===== config.mk =====
export PLATFORM = sky130hd
export DESIGN_NAME = etms_scan
export DESIGN_NICKNAME = d
export VERILOG_FILES = /design/src/rtl/etms_pkg.sv /design/src/rtl/etms_scan.sv
export SDC_FILE = /design/constraint.sdc
export NUM_CORES = 1
export LEC_CHECK = 0
export BUFFER_PORTS_ARGS = -buffer_cell sky130_fd_sc_hd__buf_2
export CAP_MARGIN = 10
export CORE_MARGIN = 2
export CORE_UTILIZATION = 35
export CTS_CLUSTER_DIAMETER = 40
export DETAILED_ROUTE_END_ITERATION = 10
export SLEW_MARGIN = 20
export SYNTH_ARGS = -nofsm -noshare
export SYNTH_HDL_FRONTEND = slang
export SYNTH_SLANG_ARGS = --single-unit

===== constraint.sdc =====
create_clock -name clk -period 4.5 [get_ports clk]
set_input_delay 0.45 -clock clk [delete_from_list [all_inputs] [get_ports clk]]
set_output_delay 0.45 -clock clk [all_outputs]
set_load 0.02 [all_outputs]

===== src/rtl/etms_pkg.sv =====
package etms_pkg;

    // Block geometry
    localparam int TEMPLATE_SIZE = 30;
    localparam int IMAGE_WIDTH   = 2048;
    localparam int IMAGE_HEIGHT  = 512;

    localparam int TPL_CELLS = TEMPLATE_SIZE * TEMPLATE_SIZE;
    localparam int ROW_CELLS = TEMPLATE_SIZE * IMAGE_WIDTH;

    // Derived widths
    localparam int TPL_AW = $clog2(TPL_CELLS);
    localparam int ROW_AW = $clog2(ROW_CELLS);
    localparam int SLOT_W = $clog2(TEMPLATE_SIZE);
    localparam int COL_W  = $clog2(IMAGE_WIDTH);
    localparam int ROW_W  = $clog2(IMAGE_HEIGHT + 1);

    // Fixed field widths
    localparam int PIX_W  = 24;
    localparam int CHAN_W = 8;
    localparam int MROW_W = 9;
    localparam int MCOL_W = 11;

    // Item commands
    localparam logic CMD_TEMPLATE = 1'b0;
    localparam logic CMD_IMAGE    = 1'b1;

    typedef logic [PIX_W-1:0] pixel_t;

    // Window scan request from the controller
    typedef struct packed {
        logic              start;
        logic [SLOT_W-1:0] slot;
        logic [COL_W-1:0]  left;
    } scan_req_t;

    // Read addresses from the scan sequencer to the stores
    typedef struct packed {
        logic [TPL_AW-1:0] tpl_addr;
        logic [ROW_AW-1:0] img_addr;
    } scan_rd_t;

    // Scan outcome
    typedef struct packed {
        logic done;
        logic hit;
    } scan_sts_t;

endpackage


===== src/rtl/etms_scan.sv =====
module etms_scan (
    input  logic                 clk,
    input  logic                 rst_n,
    input  etms_pkg::scan_req_t  req,
    output etms_pkg::scan_rd_t   rd,
    input  etms_pkg::pixel_t     tpl_q,
    input  etms_pkg::pixel_t     img_q,
    output etms_pkg::scan_sts_t  sts
);

    typedef enum logic [1:0] {
        SC_IDLE = 2'b01,
        SC_RUN  = 2'b10
    } scan_state_t;

    scan_state_t                   state_reg, state_next;
    logic                          issue_reg, issue_next;
    logic [etms_pkg::SLOT_W-1:0]   p_reg, p_next;
    logic [etms_pkg::SLOT_W-1:0]   q_reg, q_next;
    logic [etms_pkg::SLOT_W-1:0]   s_reg, s_next;
    logic [etms_pkg::COL_W-1:0]    left_reg, left_next;
    logic [etms_pkg::TPL_AW-1:0]   tpl_addr_reg, tpl_addr_next;
    logic                          cmp_valid_reg, cmp_valid_next;
    logic                          cmp_last_reg, cmp_last_next;

    logic issuing;
    logic last_issue;
    logic q_end;
    logic cmp_en;
    logic pix_eq;

    // Read addresses: template in raster order, image slot rows from the window top
    assign rd.tpl_addr = tpl_addr_reg;
    assign rd.img_addr = etms_pkg::ROW_AW'(s_reg) * etms_pkg::ROW_AW'(etms_pkg::IMAGE_WIDTH)
                       + etms_pkg::ROW_AW'(left_reg) + etms_pkg::ROW_AW'(q_reg);

    assign issuing    = (state_reg == SC_RUN) && issue_reg;
    assign q_end      = (q_reg == etms_pkg::SLOT_W'(etms_pkg::TEMPLATE_SIZE - 1));
    assign last_issue = q_end && (p_reg == etms_pkg::SLOT_W'(etms_pkg::TEMPLATE_SIZE - 1));

    // Shared comparator on the registered read data; stops at first mismatch
    assign cmp_en   = (state_reg == SC_RUN) && cmp_valid_reg;
    assign pix_eq   = (img_q == tpl_q);
    assign sts.done = cmp_en && (!pix_eq || cmp_last_reg);
    assign sts.hit  = cmp_en && pix_eq && cmp_last_reg;

    // Sequencer
    always_comb
    begin
        state_next     = state_reg;
        issue_next     = issue_reg;
        p_next         = p_reg;
        q_next         = q_reg;
        s_next         = s_reg;
        left_next      = left_reg;
        tpl_addr_next  = tpl_addr_reg;
        cmp_valid_next = issuing;
        cmp_last_next  = issuing && last_issue;
        unique case (state_reg)
            SC_IDLE:
            begin
                if (req.start)
                begin
                    state_next    = SC_RUN;
                    issue_next    = 1'b1;
                    p_next        = '0;
                    q_next        = '0;
                    s_next        = req.slot;
                    left_next     = req.left;
                    tpl_addr_next = '0;
                end
            end
            SC_RUN:
            begin
                if (issuing)
                begin
                    if (last_issue)
                    begin
                        issue_next = 1'b0;
                    end
                    else
                    begin
                        tpl_addr_next = tpl_addr_reg + 1'b1;
                        if (q_end)
                        begin
                            q_next = '0;
                            p_next = p_reg + 1'b1;
                            if (s_reg == etms_pkg::SLOT_W'(etms_pkg::TEMPLATE_SIZE - 1))
                            begin
                                s_next = '0;
                            end
                            else
                            begin
                                s_next = s_reg + 1'b1;
                            end
                        end
                        else
                        begin
                            q_next = q_reg + 1'b1;
                        end
                    end
                end
                if (sts.done)
                begin
                    state_next = SC_IDLE;
                    issue_next = 1'b0;
                end
            end
            default:
            begin
                state_next = SC_IDLE;
                issue_next = 1'b0;
            end
        endcase
    end

    always_ff @(posedge clk or negedge rst_n)
    begin
        if (!rst_n)
        begin
            state_reg     <= SC_IDLE;
            issue_reg     <= 1'b0;
            cmp_valid_reg <= 1'b0;
            cmp_last_reg  <= 1'b0;
        end
        else
        begin
            state_reg     <= state_next;
            issue_reg     <= issue_next;
            cmp_valid_reg <= cmp_valid_next;
            cmp_last_reg  <= cmp_last_next;
        end
    end

    // Scan counters
    always_ff @(posedge clk)
    begin
        p_reg        <= p_next;
        q_reg        <= q_next;
        s_reg        <= s_next;
        left_reg     <= left_next;
        tpl_addr_reg <= tpl_addr_next;
    end

`ifndef NO_ASSERTIONS
    a_done_to_idle: assert property (@(posedge clk) disable iff (!rst_n)
        sts.done |=> (state_reg == SC_IDLE))
        else $error("scan did not return to idle after completing");

    a_tpl_addr_range: assert property (@(posedge clk) disable iff (!rst_n)
        issuing |-> (tpl_addr_reg <= etms_pkg::TPL_AW'(etms_pkg::TPL_CELLS - 1)))
        else $error("template address out of range");

    a_hit_on_last: assert property (@(posedge clk) disable iff (!rst_n)
        sts.hit |-> (cmp_last_reg && $past(issue_reg) && !issue_reg))
        else $error("hit reported before the last window pixel");
`endif

endmodule


* After elaboration in Yosys (flattened, before gate mapping) *
Cells that the tools add are included.

word-level totals
  memory bits (writable) = 0
  latch bits = 0
  word-level logic and storage cells = 70
  bits in registers = 41
  input bits = 67
  memories kept = 0
  memory bits (read-only) = 0

operators by class
  divide/modulo/power cells = 0
  reduce and logical (&&, ||, !) cells = 15
  multipliers = 0
  add/subtract/negate cells = 6
  $lt $le $gt $ge = 0
  muxes and demuxes = 27
  equal/unequal tests = 13
  shift-type cells = 0
  bitwise logic cells = 0

operator list
  cell                   number
  $mux 5                 12
  $mux 10                3
  $pmux 5 s2             3
  $eq 24x24->1           1
  $pmux 10 s2            1
  $add 16x11->16         1
  $add 16x5->16          1
  $add 5x1->5 const B    3
  $eq 5x5->1 const B     3
  $add 10x1->10 const B  1
  $ne 2x2->1 const B     5
  $logic_and 1x1->1      7
  $ne 3x3->1 const B     2
  $reduce_and 5->1       1
  $mux 1                 4
  $mux 2                 2
  $pmux 2 s2             1
  $reduce_and 2->1       2
  $reduce_and 4->1       1
  $reduce_and 3->1       1
  $eq 2x1->1 const B     1
  $eq 2x2->1 const B     1
  $pmux 1 s2             1
  $reduce_bool 2->1      1
  2 further kinds        2

* Longest topological paths before layout *
Gate-level depths: netlist of run 1.

  word-level depth = 6
  depth in mapped cells = 7
  gate-level depth less buffers = 7

* Worst setup path before layout of run 1 *
Ideal clock, no wire load.

  path kind = register to output
  from = reg q_reg[0] in the netlist's numbering
  to = out rd[10] in the netlist's numbering
  cell stages (with the launch flop) = 8
  data arrival time = 1910 ps
  data required time = 4050 ps
  setup slack = 2140 ps
  path through = edfxtp_1 -> ha_1 -> fa_1 -> a21oi_1 -> nor2b_1 -> o31a_1 -> nand4_1 -> xnor2_1

RTL lines
  what                      RTL line          text
  start: declaration        etms_scan.sv:19   logic [etms_pkg::SLOT_W-1:0] q_reg, q_next;
  start signal: assignment  etms_scan.sv:139  q_reg <= q_next;
  end: declaration          etms_scan.sv:5    output etms_pkg::scan_rd_t rd,

==> results of run 1 <==
[worst max-delay path by stage]
stage / startpoint / end / slack, ns / cells after the start
3_3_place_gp: q_reg[1] / rd[15] / 1.97 / 7
5_1_grt: q_reg[0] / rd[6] / 1.42 / 8
3_5_place_dp: q_reg[0] / rd[10] / 1.92 / 8
2_1_floorplan: q_reg[0] / rd[10] / 2.14 / 7
4_1_cts: q_reg[0] / rd[10] / 1.57 / 8
6_report: q_reg[0] / rd[10] / 1.61 / 8
[placed cells by master, fill, tap and decap left out, types with 3 or more instances in the layout]
cell | netlist | layout
nor4_1 | 7 | 7
nor2_1 | 27 | 27
edfxtp_1 | 36 | 36
nand3_1 | 15 | 15
buf_2 | 0 | 94
ha_1 | 12 | 12
xor2_1 | 41 | 41
and3_1 | 4 | 4
o21ai_0 | 9 | 9
a21oi_1 | 4 | 4
clkbuf_8 | 0 | 5
nor2b_1 | 3 | 3
xnor2_1 | 13 | 13
o21a_1 | 3 | 3
nand4_1 | 6 | 6
nor3_1 | 5 | 5
inv_6 | 0 | 3
dfrtp_1 | 4 | 4
inv_1 | 6 | 6
nand2_1 | 15 | 15
[through the flow]
| step | hold WS (ns) | setup WS [ns] |
|---|---|---|
| floorplan | 0.154 | 2.14 |
| global placement | 0.273 | 1.97 |
| detailed placement | 0.272 | 1.92 |
| CTS | 0.314 | 1.57 |
| global route | 0.310 | 1.42 |
| finish | 0.321 | 1.61 |
[cells in the mapped netlist (2+ instances only)]
cell type  number
a21oi_1         4
and2_1          2
and3_1          4
clkbuf_1        3
dfrtp_1         4
edfxtp_1       36
ha_1           12
inv_1           6
nand2_1        15
nand3_1        15
nand4_1         6
nor2_1         27
nor2b_1         3
nor3_1          5
nor4_1          7
o21a_1          3
o21ai_0         9
o21ai_1         2
xnor2_1        13
xor2_1         41
[kinds of logic after synthesis]
| kind of cell | Yosys count |
|---|---|
| AND/OR/NAND/NOR | 86 |
| XOR/XNOR | 54 |
| buffers and inverters | 9 |
| AO/OA/AOI/OAI | 23 |
| flip-flops | 41 |
| adder cells (fa/ha/maj) | 13 |
[power by group through the flow]
| stage | clock network, W | logic [W] | registers, W |
|---|---|---|---|
| 2_1_floorplan | 0 | 0.000446 | 0.000690 |
| 3_3_place_gp | 0 | 0.000661 | 0.000682 |
| 3_5_place_dp | 0 | 0.000666 | 0.000681 |
| 4_1_cts | 0.000271 | 0.000670 | 0.000677 |
| 5_1_grt | 0.000286 | 0.000741 | 0.000697 |
| 6_report | 0.000266 | 0.000661 | 0.000675 |
[final cells by class]
type	instances	area (sq um)
Inverter	6	22.5
Sequential cell	41	1210
Tap cell	80	100
Clock buffer	5	68.8
Timing Repair Buffer	95	480
Multi-Input combinational cell	176	1190
Clock inverter	3	26.3
Fill cell	648	3660
[critical path: stages (launching register included)]
cell and delay [ns]:
edfxtp_1 0.47, ha_1 0.28, fa_1 0.40, a21oi_1 0.17, nor2b_1 0.09, o31a_1 0.30
nand4_1 0.13, xnor2_1 0.11, buf_2 0.17
[routing by layer]
layer | global-route usage | share of wire | vias up | wire length, um
met3 | 0.0408 | 0.046 | 6 | 247
li1 | - | - | 995 | -
met4 | 0.0406 | 0.0071 | 0 | 38
met2 | 0.242 | 0.48 | 40 | 2580
met1 | 0.194 | 0.46 | 913 | 2470
met5 | 0 | 0 | - | 0
==> qor.txt, run 1 <==
run status - finished, final reports clean
Setup Skew - 0.0173 ns
Hold Startpoint - req[1]
peak supply drop - 0.000241 V
TritonCTS clock tree - done
kind of critical path - flip-flop to output port
chip height - 87.4 um
Gate power share - 0.412
Final Total Pwr - 0.00160 W
reg2reg path depth - 6
main combinational cell family by area after synthesis - XOR/XNOR gates
Routability Congestion - 0.775
max reg flops - 11
Yosys warning count - 0
PortBufs - 94
Distinct cells, synth - 29
setup TNS - 0 ns
sw frac - 0.414
Avg Synthesized Cell Area - 10.8 sq um
first-pass GRT wire length - 8.83 mm
Post-DRT Antenna Nets - 0
post_cts resized - 0
DP Area - 2990 sq um
P_leak - 1.35 nW
Yosys reg bits - 41
P per Cell Area - 517 nW/um^2
final hold viol count - 0
Sw Pwr - 0.000663 W
Post-synth EDFFs - 36
async set-or-reset flop fraction in the synthesized netlist - 0.122
critical path data arrival time - 2.44 ns
cell area after synthesis - 2430 sq um
final std cells w/o fill - 406
Clock power frac - 0.166
RR Endpoint - p_reg[3]
area grow syn2layout - 27.3%
Clock Sinks - 41
unrepaired setup endpoints after global routing - false
# setup viols final - 0
Initial Utilization - 0.360
startpoint type of the worst setup path - flip-flop
row count - 30
RR Startpoint - state_reg[1]
Compound-Gate Fraction of Synth Area - 0.0560
sequential area share after synthesis - 0.496
Final #Nets - 405
max cap viols - 0
Post-CTS Setup Bufs - 0
vias in the first global route - 1912
Final Util - 0.459
hold endpoint - left_reg[1]
io pins - 95
Hold Path Depth - 1
CTS root buffer - clkbuf_8
largest net degree at the start of global routing - 24
Synth Area in Simple Gates - 0.170
post-route cell area - 3100 sq um
GRT Residual Overflow - 0
xor-xnor portion of the synthesized cell area - 0.194
WP data required - 4.05 ns
Post-CTS Hold Fix Bufs - 1
total die area - 7640 sq um
Synth Flop Type - edfxtp_1
Detailed Route Iter0 Violations - 65
DR WL/cell - 13.1 um
syn nets - 306
core area - 6760 sq um
internal power - 0.000939 W
main area contributors after synthesis - edfxtp_1 (44%), xor2_1 (15%), ha_1 (6.2%), xnor2_1 (4.7%), nor2_1 (4.2%)
Post-DP HPWL - 4.13 mm
final wirelength - 5.34 mm
die span in x - 87.4 um
Worst Tran Pin Value - 0.859 ns
Vias - 1954
CP Max Fanout - 5
worst min path class - primary input to flip-flop
Antenna diodes - 0
Synth top area share - 0.444
CTS max path bufs - 2
cell taking the most area after synthesis - edfxtp_1
Critical Path Sink Type - output port
clk_lat worst skew - 0.31 ns
drt drc - 0
crit path time final - 2.89 ns
initial antenna violation count - 0
All-Layer GR Usage - 0.149
sequential share of power - 0.422
mux share of post-synthesis cell area - 0
area share of fa/ha/maj cells after synthesis - 0.0699
level count of the clock H-tree - 2
CTS Buf Count - 5
reg2reg setup slack - 2.00 ns
clk slew on worst S/H paths - 0.09 ns
final period utilization - 0.641
Pre-antenna DRT Iters - 4
share of cells above drive strength 1 - 0.319
number of vias per cell - 4.81
f_max - 0.346 GHz
Final Max Slew Viols - 0
DP Cell Count - 397
Mapped Cells - 226
Max-slew headroom - 0.428
Power figures use the tool's default switching activity.
==> run 2: changes to the inputs <==
- ABC_AREA: default -> 1
- clock period: 4.5 -> 2.9 ns (I/O delays scaled with it)
==> qor.txt, run 2 <==
run status - finished, final reports clean
xor-xnor portion of the synthesized cell area - 0.0553
Yosys reg bits - 41
unrepaired setup endpoints after global routing - false
Post-DP HPWL - 4.67 mm
Post-DRT Antenna Nets - 0
# setup viols final - 0
Compound-Gate Fraction of Synth Area - 0.0725
sequential area share after synthesis - 0.448
Top Metal Used - met4
cell area after synthesis - 2690 sq um
final wirelength - 5.74 mm
vias in the first global route - 2298
critical path data arrival time - 2.30 ns
startpoint type of the worst setup path - flip-flop
TritonCTS clock tree - done
largest net degree at the start of global routing - 20
Avg Synthesized Cell Area - 7.76 sq um
reg2reg setup slack - 0.86 ns
final period utilization - 0.895
Yosys warning count - 0
met3 WL post-DR - 171 um
Final Total Pwr - 0.00279 W
main combinational cell family by area after synthesis - simple AND/OR/NAND/NOR gates
CP Max Fanout - 5
Max-slew headroom - 0.632
row count - 31
max reg flops - 11
worst min path class - primary input to flip-flop
Routability Congestion - 0.767
Detailed Route Iter0 Violations - 89
Clock Sinks - 41
cell taking the most area after synthesis - edfxtp_1
Commonest cells post-synth - nand2_1 (86), inv_1 (66), nor2_1 (58), edfxtp_1 (36), a21oi_1 (18)
kind of critical path - flip-flop to output port
Pre-antenna DRT Iters - 4
syn nets - 427
Synth Area in Simple Gates - 0.261
CTS max path bufs - 2
mux share of post-synthesis cell area - 0.00372
GRT Residual Overflow - 0
most frequent cells in the layout - buf_2 (94), nand2_1 (86), inv_1 (66)
setup TNS - 0 ns
f_max - 0.385 GHz
core area - 7370 sq um
crit path time final - 2.59 ns
drt drc - 0
WP data required - 2.61 ns
clk slew on worst S/H paths - 0.07 ns
level count of the clock H-tree - 2
top-count cell post-synth - nand2_1
Setup Skew - 0.00628 ns
CTS Buf Count - 5
peak supply drop - 0.000438 V
CTS root buffer - clkbuf_8
io pins - 95
most common cell after layout, fill and taps aside - buf_2
Worst Tran Pin Value - 0.548 ns
clk_lat worst skew - 0.28 ns
final hold viol count - 0
Antenna diodes - 0
area share of fa/ha/maj cells after synthesis - 0.0632
P_leak - 1.76 nW
first-pass GRT wire length - 9.65 mm
die span in x - 91.7 um
Distinct cells, synth - 28
Final #Nets - 531
PortBufs - 94
async set-or-reset flop fraction in the synthesized netlist - 0.122
Post-CTS Setup Bufs - 0
Critical Path Sink Type - output port
initial antenna violation count - 0
Post-synth EDFFs - 36
reg2reg path depth - 6
P per Cell Area - 822 nW/um^2
DR WL/cell - 10.4 um
Initial Utilization - 0.365
Synth top area share - 0.401
chip height - 91.7 um
area grow syn2layout - 26.3%
total die area - 8410 sq um
Final Max Slew Viols - 0
Mapped Cells - 347
WL met2 - 2.88 mm
max cap viols - 0
met1 wire length - 2.63 mm
All-Layer GR Usage - 0.139
Vias - 2418
share of cells above drive strength 1 - 0.243
number of vias per cell - 4.39
Hold Path Depth - 1
main area contributors after synthesis - edfxtp_1 (40%), nand2_1 (12%), inv_1 (9.2%), nor2_1 (8.1%), ha_1 (5.6%)
Synth Flop Type - edfxtp_1
[run 2: changes by cell type after synthesis, sizes merged, moves of 10 or more]
cell,delta
a21oi,+14
inv,+60
nand2,+71
nor2,+32
xnor2,-10
xor2,-27
[run 2: repair_timing]
item	in CTS	in global routing
hold buffers	1	0
hold endpoints to repair	5	0
gates resized for setup	0	0
[run 2: cell type report]
| type | instances | area (sq um) |
|---|---|---|
| fillers | 795 | 3970 |
| inverters | 67 | 251 |
| clock buffers | 8 | 80.1 |
| flip-flops and latches | 41 | 1210 |
| well taps | 99 | 124 |
| multi-input cells | 237 | 1230 |
| repair buffers | 99 | 510 |
[run 2: routing by layer]
layer | global-route usage | up-vias
li1 | - | 1298
met1 | 0.170 | 1076
met2 | 0.248 | 36
met3 | 0.0238 | 8
met4 | 0.0460 | 0
met5 | 0 | -
[run 2: worst max-delay path: stages, from the launching register on]
cell and delay, ns:
edfxtp_1 0.47, ha_1 0.26, fa_1 0.41, nand3_1 0.10
nand2_1 0.08, nand2_1 0.09, a21boi_2 0.07, nand3_2 0.10
nor2_4 0.05, nand2_1 0.09, nand2_1 0.06, o21ai_1 0.06
buf_2 0.17
[run 2: final timing paths]
| kind | start | endpoint |
|---|---|---|
| max | q_reg[0] | rd[14] |
| min | req[6] | left_reg[6] |
| max reg2reg | state_reg[0] | q_reg[3] |
| min reg2reg | issue_reg | issue_reg |
| max in group asynchronous | rst_n | state_reg[0] |
| min in group asynchronous | rst_n | issue_reg |
[run 2: power breakdown]
group	total [W]	internal (W)	switching, W
Combinational	0.00132	0.000466	0.000853
Clock	0.000358	0.000171	0.000186
Sequential	0.00112	0.000938	0.000178
[run 2: kinds of logic (layout without fill, tap and decap cells)]
kind of cell	after synthesis	in the layout
simple gates	169	169
buf+inv	69	174
flops	41	41
compound gates	37	37
xor+xnor	17	17
fa+ha+maj	13	13
mux	1	1
[run 2: metrics by stage]
step | std cells | instance area (sq um) | setup WS (ns) | utilization | hold slack (ns)
floorplan | 347 | 2690 | 0.319 | - | -0.00559
global placement | 542 | 3310 | 0.657 | 0.449 | 0.109
CTS | 551 | 3400 | 0.290 | 0.461 | 0.168
finish | 551 | 3400 | 0.306 | 0.461 | 0.177
detailed placement | 542 | 3310 | 0.629 | 0.449 | 0.111
global route | 551 | 3400 | 0.160 | 0.461 | 0.161
==> run 3: changes to the inputs <==
- CORE_MARGIN: 2 -> 3
- PLACE_DENSITY: default -> 0.64
==> qor.txt, run 3 (synthesized netlist as in run 2, its figures left out) <==
run status - finished, final reports clean
final period utilization - 0.900
first-pass GRT wire length - 9.79 mm
worst min path class - primary input to flip-flop
f_max - 0.383 GHz
DP Cell Count - 542
Detailed Route Iter0 Violations - 67
# setup viols final - 0
setup TNS - 0 ns
row count - 31
Gate power share - 0.474
largest net degree at the start of global routing - 20
Worst Path Buf+Inv - 1
Max-slew headroom - 0.637
CTS root buffer - clkbuf_8
WP data required - 2.61 ns
core area - 7370 sq um
Critical Path Sink Type - output port
GRT Residual Overflow - 0
Sw Pwr - 0.00123 W
Crit path top cell by count - nand2_1
CTS max path bufs - 2
Initial Utilization - 0.365
chip height - 93.7 um
clk slew on worst S/H paths - 0.08 ns
Vias - 2398
Final #Nets - 531
post-route cell area - 3400 sq um
Post-CTS Setup Bufs - 0
final wirelength - 5.90 mm
critical path data arrival time - 2.32 ns
Setup Skew - 0.00475 ns
startpoint type of the worst setup path - flip-flop
Final Total Pwr - 0.00280 W
PortBufs - 94
final std cells w/o fill - 551
sw frac - 0.440
Top delay family on crit path - adder cells
DR WL/cell - 10.7 um
Clock power frac - 0.126
DP Area - 3310 sq um
peak supply drop - 0.000402 V
kind of critical path - flip-flop to output port
Worst path slowest cell - edfxtp_1
Pre-antenna DRT Iters - 4
most common cell after layout, fill and taps aside - buf_2
TritonCTS clock tree - done
max cap viols - 0
internal power - 0.00157 W
level count of the clock H-tree - 2
Fin Hold WS - 0.171 ns
crit path time final - 2.61 ns
CP cell instances - ha_1 -> fa_1 -> nand3_1 -> nand2_1 -> nand2_1 -> a21boi_2 -> nand3_2 -> nor2_4 -> nand2_1 -> nand2_1 -> o21ai_1 -> buf_2
CP Max Fanout - 5
Antenna diodes - 0
number of vias per cell - 4.35
io pins - 95
P per Cell Area - 822 nW/um^2
Crit path largest cell delay - 0.46 ns
clk_lat worst skew - 0.29 ns
Post-DRT Antenna Nets - 0
P_leak - 1.77 nW
All-Layer GR Usage - 0.138
max reg flops - 11
final hold viol count - 0
share of cells above drive strength 1 - 0.246
Worst Tran Pin Value - 0.542 ns
die span in x - 93.7 um
initial antenna violation count - 0
CTS Buf Count - 5
most frequent cells in the layout - buf_2 (94), nand2_1 (86), inv_1 (66)
Post-DP HPWL - 4.84 mm
Routability Congestion - 0.740
sequential share of power - 0.400
drt drc - 0
area grow syn2layout - 26.3%
unrepaired setup endpoints after global routing - false
vias in the first global route - 2304
Final Max Slew Viols - 0
Clock Sinks - 41
total die area - 8780 sq um
==> run 3: cell count changes in the layout (fill, tap and decap cells not counted), sizes merged <==
cell	before	now
clkinv	1	4
clkbuf	8	5
==> run 3: final timing paths <==
check                           cells after the start  slack [ns]    startpoint      endpoint
worst max-delay path                               12        0.29      q_reg[0]        rd[14]
worst min-delay path                                1        0.17       req[10]  left_reg[10]
worst max register to register                      5        1.02  state_reg[0]      q_reg[1]
worst min register to register                      2        0.54     issue_reg     issue_reg
max in group asynchronous                           2        2.35         rst_n  state_reg[0]
min in group asynchronous                           2        0.34         rst_n  state_reg[1]
==> run 3: timing repair <==
item	4_1_cts	5_1_grt
hold buffers	1	0
gates resized for setup	0	0
endpoints found under the hold margin	5	0
==> run 3: power groups by stage <==
stage | Clock, W | Sequential (W) | Combinational (W)
floorplan | 0 | 0.00117 | 0.000841
global placement | 0 | 0.00112 | 0.00132
detailed placement | 0 | 0.00113 | 0.00134
CTS | 0.000366 | 0.00112 | 0.00135
global route | 0.000387 | 0.00115 | 0.00149
finish | 0.000353 | 0.00112 | 0.00132
==> run 3: worst reg2reg max path: cells and delay by family (launching register included) <==
| family | cells | cell delay, ns |
|---|---|---|
| AO/OA/AOI/OAI | 2 | 0.44 |
| buffers and inverters | 2 | 0.68 |
| flip-flops | 1 | 0.38 |
| AND/OR/NAND/NOR | 1 | 0.13 |
==> run 3: cell type report <==
cell class	instances	area, sq um
clock inverters	3	12.5
multi-input cells	237	1230
clock buffers	5	68.8
flip-flops and latches	41	1210
inverters	67	251
fillers	762	3970
well taps	99	124
repair buffers	99	510
==> run 3: per-stage QoR <==
step	utilization	worst slack [ns]
6_report	0.461	0.290
5_1_grt	0.461	0.118
4_1_cts	0.461	0.264
3_5_place_dp	0.449	0.592
3_3_place_gp	0.449	0.653
2_1_floorplan	-	0.319
==> run 3: layer usage <==
metal	GRT usage	routed length [um]
met1	0.160	2580
met2	0.248	2990
met3	0.0304	234
met4	0.0481	99
met5	0	0
